==> config.mk <==
export PLATFORM = sky130hd
export DESIGN_NAME = ple_ram
export DESIGN_NICKNAME = d
export VERILOG_FILES = /design/src/sv/positional_list_engine_defines.svh /design/src/sv/ple_ram.sv
export SDC_FILE = /design/constraint.sdc
export NUM_CORES = 2
export LEC_CHECK = 0
export ABC_CLOCK_PERIOD_IN_PS = 3900
export BUFFER_PORTS_ARGS = -buffer_cell sky130_fd_sc_hd__buf_2
export CORE_MARGIN = 4
export CORE_UTILIZATION = 50
export DETAILED_ROUTE_END_ITERATION = 7
export PLACE_DENSITY = 0.65
export SYNTH_ARGS = -nofsm -noshare
export SYNTH_HDL_FRONTEND = slang
export SYNTH_SLANG_ARGS = --single-unit
==> constraint.sdc <==
create_clock -name clk -period 3.9 [get_ports clk]
set_input_delay 0.78 -clock clk [delete_from_list [all_inputs] [get_ports clk]]
set_output_delay 0.78 -clock clk [all_outputs]
set_load 0.05 [all_outputs]
==> src/sv/positional_list_engine_defines.svh <==
// Assertion macros for the positional list engine.
// Each macro expects signals named clk and rst_n in the module that uses it.
`ifndef POSITIONAL_LIST_ENGINE_DEFINES_SVH
`define POSITIONAL_LIST_ENGINE_DEFINES_SVH

`ifndef SYNTHESIS
`define PLE_ASSERT(lbl, ante, cons, msg) \
    lbl: assert property (@(posedge clk) disable iff (!rst_n) (ante) |-> (cons)) \
        else $error(msg);
`define PLE_ASSERT_NEXT(lbl, ante, cons, msg) \
    lbl: assert property (@(posedge clk) disable iff (!rst_n) (ante) |=> (cons)) \
        else $error(msg);
`else
`define PLE_ASSERT(lbl, ante, cons, msg)
`define PLE_ASSERT_NEXT(lbl, ante, cons, msg)
`endif

`endif

==> src/sv/ple_ram.sv <==
module ple_ram #(
    parameter int WIDTH = 8,
    parameter int DEPTH = 256,
    localparam int AW = $clog2(DEPTH)
) (
    input  logic             clk,
    input  logic             we,
    input  logic [AW-1:0]    waddr,
    input  logic [WIDTH-1:0] wdata,
    input  logic [AW-1:0]    raddr,
    output logic [WIDTH-1:0] rdata
);

    logic [WIDTH-1:0] mem [DEPTH];

    always_ff @(posedge clk)
    begin
        if (we)
        begin
            mem[waddr] <= wdata;
        end
        rdata <= mem[raddr];
    end

endmodule

* Word level (Yosys, flattened, before mapping)
Memory sizes are Yosys's and may differ from the RTL's. A register that Yosys moved wholly into a read port is not among the register bits.
Cells that the tools add are included.
** Word-level totals
- Register bits :: 0
- Logic and storage cells :: 3
- Memory bits (writable) :: 2048
- Memories :: 1
- Output and inout bits :: 8
- Input bits :: 26
** Memories
- mem :: words 256, bits a word 8, rd ports 1, clocked after memory_dff 1, write ports 1, RTL line ple_ram.sv:14 : logic [WIDTH-1:0] mem [DEPTH];
** Cells by class
- Multiplexer cells :: 2
** Operators by type and width (count)
- $mux 1 :: 2

* Depth between registers and ports, before layout
- Depth after elaboration :: 2
- Depth in mapped cells :: 11
- Mapped depth without buffers :: 6

* Least setup slack after synthesis
OpenSTA, ideal clock, no wires.
- Kind :: input -> register
- Start :: input port raddr[0]
- End :: register rdata[2] (read register of mem)
- Path slack :: 1182 ps
- Stages :: 9
- Setup time :: 131 ps
- Arrival :: 2587 ps
- Data required time :: 3769 ps
- Buffers on the path :: 4
- Cells stage by stage :: buf_6 buf_12 buf_8 buf_2 mux4_2 a22oi_1 a21oi_1 nor4_1 nor4_2
** RTL lines
- start: declaration :: RTL line ple_ram.sv:10 : input logic [AW-1:0] raddr,
- end: declaration :: RTL line ple_ram.sv:11 : output logic [WIDTH-1:0] rdata

==> flow_metrics.py <==
metrics = {
    "placement": {
        "placed_cell_area_sq_um": 84900,
        "placed_cells": 6052,
        "place_hpwl_mm": 125,
        "place.gp.congestion": 0.872,
        "io_buffers": 33,
    },
    "setup_path": {
        "cp_slowest_stage_delay_ns": 1.15,
        "reg2reg_to": "rdata[6]",
        "startpoint": "raddr[0]",
        "path_class": "in -> reg",
        "worstPathArrival_ns": 3.97,
        "ff2ff_setup_slack_ns": 1.09,
        "r2r_cells": 5,
        "cp.required_ns": 4.53,
        "endpoint_kind": "flip-flop",
        "r2r_start": "mem[234][6]",
        "crit_chain": "buf_8 -> buf_12 -> buf_4 -> mux4_2 -> o311ai_0 -> o22ai_1 -> nor4_1 -> nor4_2",
        "cp-endpoint": "rdata[6]",
        "critPathMaxFanout": 34,
        "cp-start-kind": "input port",
        "critPathSlowestCell": "nor4_1",
    },
    "status": {
        "status": "completed",
    },
    "synthesis": {
        "synthTopCellsByCount": "2048 x edfxtp_1, 454 x mux4_2, 282 x nor2_1",
        "synthArstFlopShare_pct": 0,
        "ys.flop_type": "edfxtp_1",
        "synth_area_leaders": "edfxtp_1 77%, mux4_2 13%, mux2i_1 1.7%",
        "synth_top_family_by_area": "multiplexers",
        "yosysSeqAreaShare_pct": 77.5,
        "avgSynthCellArea_sq_um": 21.3,
        "synth-simple-area-share_pct": 2.63,
        "synth_fa_ha_area_share_pct": 0,
        "syn_inst": 3733,
        "yosys_warnings": 0,
        "synth-seq-cells": 2056,
        "yosysUniqueCellTypes": 55,
        "yosys.area.top_type": "edfxtp_1",
        "synth_top_cell_area_share_pct": 77.3,
        "yosysMostFrequentCell": "edfxtp_1",
        "syn_area_sq_um": 79600,
        "synth_mux_area_share_pct": 14.6,
        "syn_nets": 3759,
        "synth_xor_area_share_pct": 0,
        "synth_edf_count": 2048,
        "synth_compound_area_share_pct": 3.42,
    },
    "clock_tree": {
        "cts.clk_slew.worst_paths_ns": 0.06,
        "cts_resized": 0,
        "hold_buffers": 0,
        "clock_path_buffers": 3,
        "cts_tree": "done",
        "cts_setup_buffers": 0,
        "numClockSinks": 2056,
        "h-tree-depth": 4,
        "clk_latency_ns": 0.80,
        "cts_buffers": 201,
        "cts_root_buffer": "clkbuf_16",
    },
    "sta": {
        "rsz0062_at_grt": "no",
        "fin_worst_skew_ns": 0.0332,
        "fin_crit_sh_pct": 85.6,
        "finalHoldViolations": 0,
        "holdWs_ns": 0.473,
        "worst_pin_slew_ns": 1.33,
        "drv_slew": 0,
        "maxSlewHeadroom_pct": 10.7,
        "setup_viol": 0,
        "period_needed_ns": 3.34,
        "max_freq_ghz": 0.300,
    },
    "floorplan": {
        "num_rows": 146,
        "start_util_pct": 50.3,
        "die_y_microns": 407,
        "dieArea_sq_um": 166000,
        "die_x_microns": 407,
        "io_pins": 34,
        "core_area_sq_um": 158000,
    },
    "finish": {
        "drive_gt1_share_pct": 28.1,
        "nNetsFinal": 4209,
        "final_cells": 6427,
        "area_growth_pct": 14.5,
        "design_area_sq_um": 91100,
    },
    "grt": {
        "grt_pass1_vias": 40034,
        "antenna_found_initial": 9,
        "gr-total-overflow": 0,
        "grt_max_degree": 138,
        "track_usage_pct": 24.1,
        "grt_pass1_wl_mm": 286,
    },
    "power": {
        "worst_ir_drop_vdd_mv": 0.443,
        "leakage_uw": 0.0290,
        "powerDensity_nw_per_um2": 496,
    },
    "drt": {
        "vias": 39952,
        "wl_per_cell_microns": 30.6,
        "drt_pass1_iterations": 7,
        "viasPerCell": 6.22,
        "wirelength_mm": 197,
        "drt-initial-drc-count": 4996,
        "drc_errors": 0,
        "detail-route-antenna-nets": 0,
    },
    "min_path": {
        "hold_class": "in -> reg",
    },
    "job": {
        "cap_violations": 0,
    },
}
==> through the flow <==
| stage | utilization (%) | setup slack [ns] | TNS, ns | total power, uW |
|---|---|---|---|---|
| floorplan | - | 1.18 | 0 | 26100 |
| global placement | 53.6 | -0.129 | -0.243 | 27200 |
| detailed placement | 53.6 | -0.159 | -0.267 | 27300 |
| CTS | 57.6 | 0.719 | 0 | 45400 |
| global route | 57.6 | 0.389 | 0 | 46600 |
| finish | 57.6 | 0.562 | 0 | 45200 |
==> worst max-delay path: cells and delay by family <==
| kind | cells | cell delay [ns] |
|---|---|---|
| compound gates | 2 | 0.54 |
| simple gates | 2 | 1.23 |
| buf+inv | 3 | 0.80 |
| mux | 1 | 0.53 |
==> registers in the layout, indices dropped and copies added, names as in the netlist <==
signal,count
mem,2048
rdata,8
==> power breakdown <==
group / total, uW / leakage [uW] / internal, uW / switching, uW
logic: 2370 / 0.00743 / 851 / 1520
clock network: 18400 / 0.00305 / 10300 / 8140
registers: 24400 / 0.0185 / 24400 / 52.4
==> layout by cell type, fill, tap and decap left out, types with 44 or more instances in the layout <==
master     count
edfxtp_1    2048
mux4_2       454
buf_4        409
nor2_1       279
clkbuf_16    203
mux2i_1      134
a22oi_1      133
a21oi_1       96
clkinv_1      57
o221ai_1      46
clkbuf_1      44
==> metal layers <==
| metal | GRT usage [%] | routed length (microns) | vias to the layer above | share of wire [%] |
|---|---|---|---|---|
| li1 | - | - | 16623 | - |
| met1 | 34.8 | 79800 | 21212 | 41 |
| met2 | 37.4 | 93700 | 1808 | 48 |
| met3 | 5.41 | 17800 | 307 | 9.1 |
| met4 | 6.86 | 5370 | 2 | 2.7 |
| met5 | 0 | 15 | - | 0.0076 |
==> how the worst min path moves through the flow <==
stage / start / end / slack (ns) / cells past startpoint
floorplan: mem[40][3] / rdata[3] / 0.77 / 6
global route: wdata[2] / mem[69][2] / 0.48 / 1
CTS: wdata[2] / mem[69][2] / 0.45 / 1
global placement: mem[33][5] / rdata[5] / 1.03 / 6
finish: wdata[2] / mem[69][2] / 0.47 / 1
detailed placement: mem[33][5] / rdata[5] / 1.01 / 6
==> layout make-up <==
class                   count  area [sq um]
multi-input cells        1442         16500
fillers                 11572         67100
well taps                2072          2590
diodes                      6          15.0
clock buffers             247          5250
inverters                   2          7.51
repair buffers            480          4130
clock inverters           122           961
flip-flops and latches   2056         61700
==> cell families (layout without fill, tap and decap cells) <==
kind of cell,Yosys count,after routing
flops,2056,2056
mux,591,591
simple gates,466,466
compound gates,385,385
buf+inv,235,851
other cells,0,6
No activity file was read; power rests on OpenSTA's default activity.
